### config.mk
export PLATFORM = sky130hd
export DESIGN_NAME = vfrq_outq
export DESIGN_NICKNAME = d
export VERILOG_FILES = /design/src/rtl/vfrq_pkg.sv /design/src/rtl/vfrq_outq.sv
export SDC_FILE = /design/constraint.sdc
export NUM_CORES = 1
export LEC_CHECK = 0
export ABC_AREA = 1
export BUFFER_PORTS_ARGS = -buffer_cell sky130_fd_sc_hd__buf_2
export CAP_MARGIN = 10
export CORE_ASPECT_RATIO = 0.8
export CORE_MARGIN = 10
export CORE_UTILIZATION = 34
export DETAILED_ROUTE_END_ITERATION = 12
export PLACE_DENSITY = 0.62
export SYNTH_ARGS = -nofsm -noshare
export SYNTH_HDL_FRONTEND = slang
export SYNTH_SLANG_ARGS = --single-unit
### constraint.sdc
create_clock -name clk -period 6.7 [get_ports clk]
set_clock_uncertainty 0.05 [all_clocks]
set_input_delay 0.335 -clock clk [delete_from_list [all_inputs] [get_ports clk]]
set_output_delay 0.335 -clock clk [all_outputs]
set_load 0.1 [all_outputs]
### src/rtl/vfrq_pkg.sv
// Shared types, codes and helpers for the variable frame ring queue.
// No dependencies; imported by every module of the block but the ring RAM.
`default_nettype none

package vfrq_pkg;

    // Ring storage
    localparam int RING_WORDS = 1024;
    localparam int RING_AW    = $clog2(RING_WORDS);
    localparam int MAX_PAYLOAD_WORDS = 63;
    localparam int MAX_BYTES  = MAX_PAYLOAD_WORDS * 8;

    // Configuration register indexes and reset values
    localparam logic [1:0]  CFG_CAPACITY = 2'd0;
    localparam logic [1:0]  CFG_MAX_BYTES = 2'd1;
    localparam logic [10:0] CAP_RESET = 11'd16;
    localparam logic [8:0]  MAXB_RESET = 9'd504;

    // Header marker codes
    localparam logic [31:0] MARK_DATA = 32'd0;
    localparam logic [31:0] MARK_WRAP = 32'd1;

    // Input modes
    localparam logic [1:0] MODE_OPEN = 2'd0;
    localparam logic [1:0] MODE_WORD = 2'd1;
    localparam logic [1:0] MODE_RECV = 2'd2;

    // Result status codes
    localparam logic [2:0] ST_OK         = 3'd0;
    localparam logic [2:0] ST_BLOCK      = 3'd1;
    localparam logic [2:0] ST_INVALID    = 3'd2;
    localparam logic [2:0] ST_BAD_MARKER = 3'd3;
    localparam logic [2:0] ST_BAD_SIZE   = 3'd4;
    localparam logic [2:0] ST_BUF_SMALL  = 3'd5;
    localparam logic [2:0] ST_TOO_LARGE  = 3'd6;

    // One result item
    typedef struct packed {
        logic [2:0]  status;
        logic [63:0] word;
        logic        has_word;
        logic [8:0]  bytes;
        logic        last;
    } result_t;

    // Ring geometry derived from configuration
    typedef struct packed {
        logic                 too_large;
        logic [RING_AW:0]     rw;
        logic [RING_AW-1:0]   mask;
        logic [8:0]           eff_max;
    } geom_t;

    // Payload words for a byte count (ceil of bytes / 8)
    function automatic logic [5:0] pay_words(logic [8:0] b);
        logic [9:0] s;
        begin
            s = {1'b0, b} + 10'd7;
            return s[8:3];
        end
    endfunction

    // Ring words = next power of two of frame words times capacity
    function automatic geom_t ring_geom(logic [10:0] cap, logic [8:0] maxb);
        geom_t      g;
        logic [8:0] mx;
        logic [6:0] fw;
        logic [17:0] target;
        logic [4:0] lg;
        begin
            mx = (maxb > 9'(MAX_BYTES)) ? 9'(MAX_BYTES) : maxb;
            fw = {1'b0, pay_words(mx)} + 7'd1;
            target = 18'(fw) * 18'(cap);
            lg = 5'd17;
            for (int i = 17; i >= 0; i--)
            begin
                if ((18'd1 << i) >= target)
                    lg = 5'(i);
            end
            g.eff_max = mx;
            g.too_large = (lg > 5'(RING_AW));
            if (g.too_large)
            begin
                g.rw = '0;
                g.mask = '0;
            end
            else
            begin
                g.rw = (RING_AW+1)'(1) << lg;
                g.mask = RING_AW'(g.rw - (RING_AW+1)'(1));
            end
            return g;
        end
    endfunction

endpackage

`default_nettype wire

### src/rtl/vfrq_outq.sv
// Two-entry result queue: output register plus skid entry.
// Depends on vfrq_pkg.
`default_nettype none

module vfrq_outq
    import vfrq_pkg::*;
(
    input  wire logic    clk,
    input  wire logic    rst_n,
    input  wire logic    push,
    input  result_t      push_data,
    output logic         full,
    output logic         out_valid,
    input  wire logic    out_ready,
    output result_t      head
);

    logic    v0_reg, v1_reg;
    result_t e0_reg, e1_reg;
    logic    pop;

    assign pop = v0_reg && out_ready;
    assign full = v1_reg;
    assign out_valid = v0_reg;
    assign head = e0_reg;

    // Control bits
    always_ff @(posedge clk or negedge rst_n)
    begin
        if (!rst_n)
        begin
            v0_reg <= 1'b0;
            v1_reg <= 1'b0;
        end
        else if (pop)
        begin
            v0_reg <= v1_reg || push;
            v1_reg <= v1_reg && push;
        end
        else if (push)
        begin
            v0_reg <= 1'b1;
            v1_reg <= v0_reg;
        end
    end

    // Entry payloads
    always_ff @(posedge clk)
    begin
        if (pop)
        begin
            e0_reg <= v1_reg ? e1_reg : push_data;
            if (v1_reg)
                e1_reg <= push_data;
        end
        else if (push)
        begin
            if (v0_reg)
                e1_reg <= push_data;
            else
                e0_reg <= push_data;
        end
    end

endmodule

`default_nettype wire

==> run_results.csv <==
group,metric,value,unit
run_status,status,"complete, no violations",
flow_run,maxCapViolCount,0,
finish,area_delta_synth_final,26.4,%
power_and_ir_drop,powerDensity,356,nW/um2
finish,n_antenna_cell,0,
floorplanning,ios,162,
synth,synth_cells,432,
clocking,clk_transition_reported_paths,0.06,ns
global_routing,grt_overflow,0,
route,drc_errors,0,
critical_path,crit_fanout,79,
worst_hold_path,min_path_cells,1,
global_routing,grt_start_max_net_pins,81,
critical_path,cp_top_family,"simple AND/OR/NAND/NOR gates",
route,wire_per_inst,16.1,um
synth,syn_nets,514,
critical_path,rr_endpoint,"e1_reg[64]",
clocking,cts_resized,0,
placement,dp_hpwl,8850,um
floorplanning,start_util,0.343,
floorplanning,die_h,138,um
timing,max_freq,0.286,GHz
placement,io_buffers,161,
synth,synth_area_leader_cell,"edfxtp_1",
critical_path,critPathArrivalTime,3.50,ns
timing,setup_slack,3.21,ns
clocking,htree_num_levels,4,
power_and_ir_drop,leakagePower,3.13,nW
finish,layout_common_cells,"162 x nand2_1, 161 x buf_2, 156 x edfxtp_1, 79 x nand3_1, 17 x clkbuf_16",
critical_path,endpoint_kind,"flip-flop",
route,firstDrtPassIters,5,
global_routing,grt_first_pass_wirelength,21000,um
critical_path,r2r_cells,5,
floorplanning,core,17200,um2
worst_hold_path,min_from,"push_data[16]",
global_routing,grt_usage,0.116,
timing,max-slew-margin-rel,0.233,
route,ant_nets,0,
critical_path,cp_slowest_cell,"nor2_4",
finish,nets,674,
critical_path,cp_data_required_time,6.71,ns
clocking,cts_sinks,158,
synth,yosys_warnings,0,
timing,tightest_slew,1.15,ns
route,vias,3698,
critical_path,worst-path-buf-inv,2,
critical_path,cpPeakStageDelay,0.87,ns
synth,synth_top_area_frac,0.793,
timing,min_period,3.49,ns
power_and_ir_drop,vdd_drop_max,0.000234,V
timing,final_max_slew_viol_count,0,
route,viasPerCell,4.46,
timing,setup_tns,0,ns
critical_path,startpoint_type,"flip-flop",
route,drtIter0Drc,213,
worst_hold_path,whs_endpoint,"e1_reg[16]",
finish,nFillCells,1590,
floorplanning,rows,43,
critical_path,rrSetupSlack,3.21,ns
global_routing,grt_antenna_before_repair,0,
placement,dp_slack,3.08,ns
critical_path,reg2reg_from,"out_valid",
synth,synth_cell_types,13,
timing,finalCritPeriodShare,0.521,
finish,final_common_cell,"nand2_1",
floorplanning,dieArea,23100,um2
clocking,clkLatencyLatePin,0.42,ns
placement,place_congestion,0.743,
synth,synth.avg_cell_area,13.7,um2
floorplanning,die_x,167,um
finish,drive_gt1_frac,0.324,
synth,syn-cell-area,5900,um2
clocking,cts_root_buf,"clkbuf_16",
worst_hold_path,hp-class,"in2reg",
global_routing,first_global_vias,3828,
synth,yosysSeqAreaShare,0.802,
route,wl,13300,um
critical_path,worstPathCellList,"nand3_4 > nand2_1 > inv_1 > nor2_4 > buf_4",
clocking,cts_tree,"done",
synth,synth_area_leaders,"edfxtp_1 79%, nand2_1 10%, nand3_1 6.7%",
critical_path,worstSetupPathType,"reg2reg",
timing,setup_viol,0,
timing,rsz0062_at_grt,"no",
clocking,numCtsBuffers,17,
synth,synth-seq-cells,158,
timing,hold_viol_final,0,
clocking,cts.path.max_buffers,2,
==> synthesized netlist by cell type (all sizes together) <==
master and count:
nand2 162, edfxtp 156, nand3 80, buf 14, clkbuf 11, inv 4, dfrtp 2, nor2 2
o21ai 1
==> through the flow <==
stage | power [mW] | std cells | hold WS, ns | util | area [um2]
2_1_floorplan | 1.70 | 432 | -0.0106 | - | 5900
3_3_place_gp | 1.80 | 797 | 0.0712 | 0.402 | 6920
3_5_place_dp | 1.81 | 797 | 0.0764 | 0.402 | 6920
4_1_cts | 2.69 | 830 | 0.0377 | 0.434 | 7460
5_1_grt | 2.76 | 830 | 0.0311 | 0.434 | 7460
6_report | 2.66 | 830 | 0.0554 | 0.434 | 7460
==> power breakdown <==
part | total, mW | switching, mW | leakage [nW] | internal [mW]
sequential | 1.22 | 0.0225 | 1.52 | 1.20
clock | 0.875 | 0.368 | 0.245 | 0.507
combinational | 0.560 | 0.483 | 1.37 | 0.0763
==> final cells by class <==
type                    instances  area (um2)  share of cell area
clock buffers                  21         440              0.0590
repair buffers                166         846               0.113
clock inverters                11        93.8              0.0126
well taps                     225         282              0.0377
flip-flops and latches        158        4740               0.634
inverters                       4        15.0             0.00201
multi-input cells             245        1050               0.141
==> routing by layer <==
layer / wire, um / vias to the layer above / global-route usage
met1: 5740 / 1708 / 0.138
li1: - / 1842 / -
met5: 0 / - / 0
met4: 190 / 0 / 0.0430
met3: 1170 / 18 / 0.0555
met2: 6230 / 130 / 0.179
==> worst max path at each step <==
stage | from | to | slack, ns | cells after the start
after global placement | out_valid | e1_reg[67] | 3.28 | 5
after CTS | out_valid | e1_reg[74] | 3.06 | 5
final | out_valid | e1_reg[64] | 3.21 | 5
after floorplan | full | e1_reg[0] | 1.18 | 6
after detailed placement | out_valid | e1_reg[66] | 3.08 | 5
after global routing | out_valid | e1_reg[67] | 2.83 | 5
==> logic make-up after synthesis <==
kind of cell | synth area share
buffers and inverters | 0.0244
DFF | 0.802
AOI/OAI and AO/OA | 0.000847
and+or+nand+nor | 0.173
==> repair_timing <==
| item | in CTS | in global routing |
|---|---|---|
| setup buffers | 0 | 0 |
| hold endpoints to repair | 2 | 0 |
| hold buffers | 1 | 0 |
No activity file was read; power rests on OpenSTA's default activity.
