### src/rtl/vfrq_pkg.sv
// Shared types, codes and helpers for the variable frame ring queue.
// No dependencies; imported by every module of the block but the ring RAM.
`default_nettype none

package vfrq_pkg;

    // Ring storage
    localparam int RING_WORDS = 1024;
    localparam int RING_AW    = $clog2(RING_WORDS);
    localparam int MAX_PAYLOAD_WORDS = 63;
    localparam int MAX_BYTES  = MAX_PAYLOAD_WORDS * 8;

    // Configuration register indexes and reset values
    localparam logic [1:0]  CFG_CAPACITY = 2'd0;
    localparam logic [1:0]  CFG_MAX_BYTES = 2'd1;
    localparam logic [10:0] CAP_RESET = 11'd16;
    localparam logic [8:0]  MAXB_RESET = 9'd504;

    // Header marker codes
    localparam logic [31:0] MARK_DATA = 32'd0;
    localparam logic [31:0] MARK_WRAP = 32'd1;

    // Input modes
    localparam logic [1:0] MODE_OPEN = 2'd0;
    localparam logic [1:0] MODE_WORD = 2'd1;
    localparam logic [1:0] MODE_RECV = 2'd2;

    // Result status codes
    localparam logic [2:0] ST_OK         = 3'd0;
    localparam logic [2:0] ST_BLOCK      = 3'd1;
    localparam logic [2:0] ST_INVALID    = 3'd2;
    localparam logic [2:0] ST_BAD_MARKER = 3'd3;
    localparam logic [2:0] ST_BAD_SIZE   = 3'd4;
    localparam logic [2:0] ST_BUF_SMALL  = 3'd5;
    localparam logic [2:0] ST_TOO_LARGE  = 3'd6;

    // One result item
    typedef struct packed {
        logic [2:0]  status;
        logic [63:0] word;
        logic        has_word;
        logic [8:0]  bytes;
        logic        last;
    } result_t;

    // Ring geometry derived from configuration
    typedef struct packed {
        logic                 too_large;
        logic [RING_AW:0]     rw;
        logic [RING_AW-1:0]   mask;
        logic [8:0]           eff_max;
    } geom_t;

    // Payload words for a byte count (ceil of bytes / 8)
    function automatic logic [5:0] pay_words(logic [8:0] b);
        logic [9:0] s;
        begin
            s = {1'b0, b} + 10'd7;
            return s[8:3];
        end
    endfunction

    // Ring words = next power of two of frame words times capacity
    function automatic geom_t ring_geom(logic [10:0] cap, logic [8:0] maxb);
        geom_t      g;
        logic [8:0] mx;
        logic [6:0] fw;
        logic [17:0] target;
        logic [4:0] lg;
        begin
            mx = (maxb > 9'(MAX_BYTES)) ? 9'(MAX_BYTES) : maxb;
            fw = {1'b0, pay_words(mx)} + 7'd1;
            target = 18'(fw) * 18'(cap);
            lg = 5'd17;
            for (int i = 17; i >= 0; i--)
            begin
                if ((18'd1 << i) >= target)
                    lg = 5'(i);
            end
            g.eff_max = mx;
            g.too_large = (lg > 5'(RING_AW));
            if (g.too_large)
            begin
                g.rw = '0;
                g.mask = '0;
            end
            else
            begin
                g.rw = (RING_AW+1)'(1) << lg;
                g.mask = RING_AW'(g.rw - (RING_AW+1)'(1));
            end
            return g;
        end
    endfunction

endpackage

`default_nettype wire

### src/rtl/vfrq_cfg.sv
// Configuration registers and registered ring geometry.
// Depends on vfrq_pkg.
`default_nettype none

module vfrq_cfg
    import vfrq_pkg::*;
(
    input  wire logic        clk,
    input  wire logic        rst_n,
    input  wire logic        cfg_we,
    input  wire logic [1:0]  cfg_index,
    input  wire logic [10:0] cfg_data,
    output logic             cfg_clear,
    output geom_t            geom
);

    logic [10:0] cap_reg;
    logic [8:0]  maxb_reg;
    geom_t       geom_reg;

    // A write to a known register also clears the queue state
    assign cfg_clear = cfg_we && (cfg_index == CFG_CAPACITY || cfg_index == CFG_MAX_BYTES);
    assign geom = geom_reg;

    always_ff @(posedge clk or negedge rst_n)
    begin
        if (!rst_n)
        begin
            cap_reg  <= CAP_RESET;
            maxb_reg <= MAXB_RESET;
            geom_reg <= ring_geom(CAP_RESET, MAXB_RESET);
        end
        else
        begin
            if (cfg_we && cfg_index == CFG_CAPACITY)
                cap_reg <= cfg_data;
            if (cfg_we && cfg_index == CFG_MAX_BYTES)
                maxb_reg <= cfg_data[8:0];
            geom_reg <= ring_geom(cap_reg, maxb_reg);
        end
    end

endmodule

`default_nettype wire

### config.mk
export PLATFORM = sky130hd
export DESIGN_NAME = vfrq_cfg
export DESIGN_NICKNAME = d
export VERILOG_FILES = /design/src/rtl/vfrq_pkg.sv /design/src/rtl/vfrq_cfg.sv
export SDC_FILE = /design/constraint.sdc
export NUM_CORES = 1
export LEC_CHECK = 0
export BUFFER_PORTS_ARGS = -buffer_cell sky130_fd_sc_hd__buf_4
export CORE_ASPECT_RATIO = 2
export CORE_MARGIN = 5
export CORE_UTILIZATION = 58
export DETAILED_ROUTE_END_ITERATION = 8
export PLACE_DENSITY_LB_ADDON = 0.25
export SYNTH_ARGS = -nofsm -noshare
export SYNTH_HDL_FRONTEND = slang
export SYNTH_SLANG_ARGS = --single-unit
### constraint.sdc
create_clock -name clk -period 19.6 [get_ports clk]
set_input_delay 1.96 -clock clk [delete_from_list [all_inputs] [get_ports clk]]
set_output_delay 1.96 -clock clk [all_outputs]
set_load 0.02 [all_outputs]
==> results of run 1 <==
## layer usage
metal	part of all wire [%]	vias up
met2	58	123
met3	3.7	52
met4	5.0	0
li1	-	1959
met1	33	2059
met5	0	-
## cell families after synthesis
group | Yosys count | share of synthesized area [%]
muxes | 23 | 4.807
AOI/OAI and AO/OA | 90 | 13.08
xor gates and xnor gates | 21 | 3.746
DFF | 51 | 24.60
adders and majority gates | 83 | 25.73
and+or+nand+nor | 202 | 20.41
buffers and inverters | 100 | 7.634
## cell usage after synthesis, types with 3 or more instances
| library cell | instances |
|---|---|
| fa_1 | 44 |
| buf_2 | 3 |
| a21oi_1 | 18 |
| a41o_1 | 4 |
| dfrtp_1 | 27 |
| ha_1 | 38 |
| nand2b_1 | 10 |
| o21ai_0 | 12 |
| nand4_1 | 7 |
| or3b_2 | 3 |
| nand2_1 | 45 |
| inv_1 | 76 |
| o211ai_1 | 4 |
| a31oi_1 | 3 |
| clkbuf_1 | 15 |
| and2_1 | 37 |
| o21ai_1 | 3 |
| or3_1 | 5 |
| mux2_2 | 20 |
| a21o_1 | 10 |
| xnor2_1 | 10 |
| xor2_1 | 9 |
| or2_2 | 4 |
| mux2i_1 | 3 |
| dfstp_2 | 24 |
| o21bai_1 | 3 |
| a211oi_1 | 3 |
| nand3_1 | 9 |
| buf_6 | 3 |
| nor4_1 | 4 |
| o211a_1 | 3 |
| nor2_1 | 31 |
| nor3_1 | 12 |
| nor2b_1 | 22 |
## cell type report
| class | count | share of cell area (%) |
|---|---|---|
| clock inverters | 3 | 0.5358 |
| well taps | 102 | 2.186 |
| repair buffers | 48 | 6.172 |
| clock buffers | 5 | 2.143 |
| flip-flops and latches | 51 | 22.37 |
| multi-input cells | 419 | 61.64 |
| inverters | 77 | 4.951 |
## stage by stage
stage                     setup WS (ns)  cell area (µm²)  hold slack (ns)
after floorplan                   11.33             5310           0.4478
after global placement            10.76             5682           0.3771
after detailed placement          10.45             5682           0.3802
after CTS                         10.38             5838           0.3910
after global routing              9.790             5838           0.3993
final                             10.36             5838           0.3898
## how the worst max path moves through the flow
stage	cells past startpoint	startpoint	end
after floorplan	34	maxb_reg[2]$_DFFE_PN0P_	geom[15]$_DFF_PN1_
after global placement	31	maxb_reg[2]$_DFFE_PN0P_	geom[15]$_DFF_PN1_
after detailed placement	30	maxb_reg[2]$_DFFE_PN0P_	geom[15]$_DFF_PN1_
after CTS	30	maxb_reg[2]$_DFFE_PN0P_	geom[15]$_DFF_PN1_
after global routing	28	maxb_reg[6]$_DFFE_PN1P_	geom[15]$_DFF_PN1_
final	30	maxb_reg[2]$_DFFE_PN0P_	geom[15]$_DFF_PN1_
## worst max-delay path: cells and delay by family, from the launching register on
family,cells,cell delay [ns]
fa+ha+maj,8,3.50
flops,1,0.41
buf+inv,7,0.60
compound gates,4,0.76
xor+xnor,2,1.00
simple gates,9,2.88
## cell usage in the layout (no fill, tap or decap), types with 3 or more instances in the layout
| cell | synthesis | layout |
|---|---|---|
| o211a_1 | 3 | 3 |
| and2_1 | 37 | 37 |
| xor2_1 | 9 | 9 |
| o21bai_1 | 3 | 3 |
| ha_1 | 38 | 38 |
| nor3_1 | 12 | 12 |
| nor2b_1 | 22 | 22 |
| dfstp_2 | 24 | 24 |
| dfrtp_1 | 27 | 27 |
| o21ai_1 | 3 | 3 |
| nor4_1 | 4 | 4 |
| or3_1 | 5 | 5 |
| clkbuf_16 | 0 | 5 |
| nand4_1 | 7 | 7 |
| nand2b_1 | 10 | 10 |
| a211oi_1 | 3 | 3 |
| mux2_2 | 20 | 20 |
| inv_1 | 76 | 76 |
| buf_4 | 1 | 48 |
| a21o_1 | 10 | 10 |
| nand3_1 | 9 | 9 |
| nor2_1 | 31 | 31 |
| nand2_1 | 45 | 45 |
| o211ai_1 | 4 | 4 |
| or2_2 | 4 | 4 |
| a31oi_1 | 3 | 3 |
| or3b_2 | 3 | 3 |
| fa_1 | 44 | 44 |
| o21ai_0 | 12 | 12 |
| mux2i_1 | 3 | 3 |
| a21oi_1 | 18 | 18 |
| a41o_1 | 4 | 4 |
| xnor2_1 | 10 | 10 |
==> reports/metrics.cfg, run 1 <==
[die]
ios = 48
die_w_um = 77.66
rows = 49
start_util_pct = 59.32
core_area_mm2 = 0.008951
dieArea_mm2 = 0.01129
dieHeight_um = 145.3

[finish]
final_core_util_pct = 65.22
multi_input_area_mm2 = 0.003598
antenna_cells = 0
fill_cells = 729
area_growth_syn_to_layout_pct = 9.943
nets = 700
register_area_mm2 = 0.001306
largest_register_ffs = 31
finalNonFillerCells = 705
layout-drive-gt1-share_pct = 20.90

[synthesis]
syn-num-nets = 668
ys_async_sr_fraction_pct = 100.0
netlist_instances = 570
synth_edf_count = 0
synth.area.top_cells = fa_1 17%, dfrtp_1 13%, dfstp_2 12%
ys_seq_elements = 51
seq_area_frac_synth_pct = 24.60
syn_area_per_cell_um2 = 9.316
synth_top_area_share_pct = 16.59
synth.largest_area_cell = fa_1
synth_area_mm2 = 0.005310
synthFlopType = dfrtp_1
synth_cell_types = 70
yosysWarnings = 0

[timing]
setup_viol = 0
period_share_pct = 47.15
maxSlewViolCount = 0
fin_crit_ns = 9.242
slew_headroom_pct = 22.42
fin_setup_tns_ns = 0
max_freq_ghz = 0.1082
finClkSkew_ns = 0.007088
finalHoldViolCount = 0
grt_setup_unrepaired = false
tightestPinTransition_ns = 1.161

[cts]
postCtsHoldBufs = 0
clock_latency_ns = 0.30
cts_sinks = 51
cts_resized = 0
cts_buffers = 5
clk_path_buf_depth = 2
cts_root_buffer = clkbuf_16
postCtsSetupBuffers = 0
cts_tree = built
htree_num_levels = 2
path_clk_slew_ns = 0.07

[detailed_routing]
via_per_inst = 5.948
vias = 4193
dr.pass1.iters = 5
post_drt_wl_per_cell_um = 17.23
drcViolationCount = 0
wl_um = 12150
drt_iter0_drc = 216
detail-route-antenna-nets = 0

[hold_path]
holdCritStartpoint = maxb_reg[8]$_DFFE_PN1P_
hp-class = flip-flop to flip-flop
hold_end = geom[8]$_DFF_PN1_
holdPathStages = 0

[placement]
placed_cells = 697
io_buffers = 47
hpwl_um = 10030
gp_congestion = 0.9832

[run]
max_cap_viol_count = 0

[worst_setup_path]
crit_slowest_cell = xor2_1
regToRegStartpoint = maxb_reg[2]$_DFFE_PN0P_
slowest_delay_ns = 0.70
rrSetupSlack_ns = 10.36
worstPathRequired_ns = 19.83
arrival_ns = 9.47
end_kind = flip-flop
worstSetupPathType = flip-flop to flip-flop
reg2reg_depth = 30
rr_endpoint = geom[15]$_DFF_PN1_
path_common_cell = inv_1
path_max_fanout = 14
cp-start-kind = flip-flop

[global_route]
met3_usage_pct = 3.102
grt_pass1_wl_um = 21250
gr-usage-met2_pct = 44.77
grt-ovfl-total = 0
grt_max_degree = 52
grt_pass1_vias = 4682
grtUsageTotal_pct = 22.82
antenna_found_initial = 0
met1_usage_pct = 21.26
grt-busiest-layer = met2

[outcome]
status = finished clean

Power of run 1 is not shown: default switching activity piles up to over one toggle a cycle in this logic, so the estimate is an artifact.
==> run 2: changes to the inputs <==
Settings changed: ABC_AREA from default to 1, CORE_UTILIZATION 58 to 56.
Clock period 19.6 ns to 8.1 ns, I/O delays scaled along.
==> run 2 against run 1 <==
Register-to-register slack worse by 9.9 ns. Synthesized cell count up 30%. Cell area up 11%. Sequential share of layout area down 2.3 points. Clock-buffer cell count up 1. Sequential cell count unchanged. Maximum frequency up 22%. Critical path depth up 25. Die area up 5.1%. Utilization up 3.5 points. Critical endpoint is now geom[13]$_DFF_PN1_. Largest cell class unchanged. Highest routed layer unchanged.
==> reports/metrics.cfg, run 2 <==
[run]
max_cap_viol_count = 0  ; unchanged

[worst_setup_path]
arrival_ns = 7.83  ; -1.64 ns
path_common_cell = nand2_1
path_max_fanout = 7  ; -7
cp-start-kind = flip-flop
reg2reg_depth = 55  ; +83%
worstSetupPathType = flip-flop to flip-flop
worstPathRequired_ns = 8.32  ; -11.51 ns
worstSetupStartpoint = maxb_reg[6]$_DFFE_PN1P_
end_kind = flip-flop
regToRegStartpoint = maxb_reg[6]$_DFFE_PN1P_
rrSetupSlack_ns = 0.49  ; -9.86 ns
slowest_delay_ns = 0.57  ; -0.13 ns
crit_slowest_cell = dfstp_2

[timing]
fin_setup_tns_ns = 0  ; unchanged
slew_headroom_pct = 58.05  ; +36 points
tightestPinTransition_ns = 0.6277  ; -0.5336 ns
period_share_pct = 93.91  ; +47 points
maxSlewViolCount = 0  ; unchanged
finClkSkew_ns = 0.01025  ; +0.003164 ns
max_freq_ghz = 0.1315  ; +22%
setup_viol = 0  ; unchanged
finalHoldViolCount = 0  ; unchanged
fin_crit_ns = 7.607  ; -1.635 ns

[detailed_routing]
wl_um = 13210  ; +8.7%
vias = 4747  ; +13%
detail-route-antenna-nets = 0  ; unchanged
drcViolationCount = 0  ; unchanged
dr.pass1.iters = 5  ; unchanged
via_per_inst = 5.115  ; -14%
drt_iter0_drc = 209  ; -3.2%
post_drt_wl_per_cell_um = 14.23  ; -17%

[global_route]
grt_max_degree = 52  ; unchanged
antenna_found_initial = 0  ; unchanged
grt_pass1_vias = 4849  ; +3.6%
grt_pass1_wl_um = 21810  ; +2.7%
grt-ovfl-total = 0  ; unchanged
grtUsageTotal_pct = 23.21  ; +0.39 points

[synthesis]
synth_cell_types = 43  ; -39%
synth.largest_area_cell = fa_1
synth_area_mm2 = 0.005419  ; +2.0%
netlist_instances = 740  ; +30%
synth_edf_count = 0  ; unchanged
ys_async_sr_fraction_pct = 100.0  ; unchanged
synthMostInstantiatedCell = nand2_1
syn-num-nets = 838  ; +25%
ys_seq_elements = 51  ; unchanged
synthTopCellsByCount = 183 x nand2_1, 165 x inv_1, 89 x nor2_1, 44 x fa_1, 38 x ha_1
synthFlopType = dfrtp_1
seq_area_frac_synth_pct = 24.11  ; -0.49 points
yosysWarnings = 0  ; unchanged
synth.area.top_cells = fa_1 16%, nand2_1 13%, dfrtp_1 12%
synth_top_area_share_pct = 16.25  ; -0.33 points
syn_area_per_cell_um2 = 7.323  ; -21%

[placement]
gp_congestion = 0.9637  ; -2.0%
io_buffers = 47  ; unchanged
placed_cells = 909  ; +30%
placed_area_mm2 = 0.005918  ; +4.2%
hpwl_um = 10640  ; +6.1%

[finish]
nets = 895  ; +28%
final_core_util_pct = 68.73  ; +3.5 points
largest_register_ffs = 31  ; unchanged
final_cell_mix = 167 x nand2_1, 159 x inv_1, 84 x nor2_1
antenna_cells = 0  ; unchanged
final_area_mm2 = 0.006492  ; +11%
layout-drive-gt1-share_pct = 25.81  ; +4.9 points
mostFrequentLayoutCell = nand2_1
finalNonFillerCells = 928  ; +32%
area_growth_syn_to_layout_pct = 19.81

[cts]
cts_tree = built
postCtsHoldBufs = 0  ; unchanged
cts_buffers = 5  ; unchanged
htree_num_levels = 2  ; unchanged
path_clk_slew_ns = 0.07  ; about the same
clk_path_buf_depth = 2  ; unchanged
cts_root_buffer = clkbuf_16
cts_sinks = 51  ; unchanged
clock_latency_ns = 0.29  ; about the same

[outcome]
status = finished clean

[die]
start_util_pct = 57.36  ; -2.0 points
ios = 48  ; unchanged
rows = 50  ; +2.0%
core_area_mm2 = 0.009447  ; +5.5%
die_w_um = 79.56  ; +2.4%
dieHeight_um = 149.1  ; +2.6%
dieArea_mm2 = 0.01186  ; +5.1%

[hold_path]
hp-class = flip-flop to flip-flop
holdPathStages = 0  ; unchanged
holdCritStartpoint = maxb_reg[8]$_DFFE_PN1P_

## run 2: final timing paths
path / to
setup / recovery: geom[13]$_DFF_PN1_
hold / removal: geom[8]$_DFF_PN1_
setup reg to reg: geom[13]$_DFF_PN1_
hold reg to reg: geom[8]$_DFF_PN1_
max in group asynchronous: geom[23]$_DFF_PN0_
min in group asynchronous: maxb_reg[0]$_DFFE_PN0P_
## run 2: per-layer routing
layer | routed length [µm] | GRT usage (%) | vias up
met3 | 396 | 1.330 | 36
met5 | 0 | 0 | -
met1 | 4818 | 24.98 | 2257
li1 | - | - | 2324
met4 | 639 | 12.82 | 0
met2 | 7352 | 43.68 | 130
## run 2: layout make-up
| type | count | area [µm²] |
|---|---|---|
| multi-input combinational | 499 | 3709 |
| fill | 791 | 2954 |
| sequential | 51 | 1306 |
| inverter | 178 | 668.1 |
| timing repair buffer | 62 | 469.2 |
| tap | 130 | 162.7 |
| clock buffer | 6 | 138.9 |
| clock inverter | 2 | 38.79 |
## run 2: through the flow
step / hold WS (ns) / worst slack [ns]
finish: 0.3989 / 0.4933
global placement: 0.3830 / 0.2612
floorplan: 0.4429 / 0.6948
CTS: 0.3965 / 0.06612
detailed placement: 0.3843 / 0.01213
global route: 0.4022 / -0.1249
## run 2: cells by family after synthesis
logic type / after synthesis / share of synthesized area, %
and+or+nand+nor: 354 / 29.81
adders and majority gates: 82 / 25.03
buffers and inverters: 190 / 13.18
AOI/OAI and AO/OA: 56 / 6.327
xor gates and xnor gates: 7 / 1.547
DFF: 51 / 24.11
## run 2: repair_timing
action	CTS	global route
hold endpoints to repair	0	0
resized for setup	3	71
endpoints found under the setup margin	2	14
pin swaps	0	36
setup buffers	0	11
## run 2: worst max-delay path: cells and delay by family, from the launching register on
kind	cells	cell delay, ns
fa+ha+maj	6	2.60
buf+inv	6	0.35
flops	1	0.57
simple gates	43	3.99
Power of run 2 is left out for the same reason.
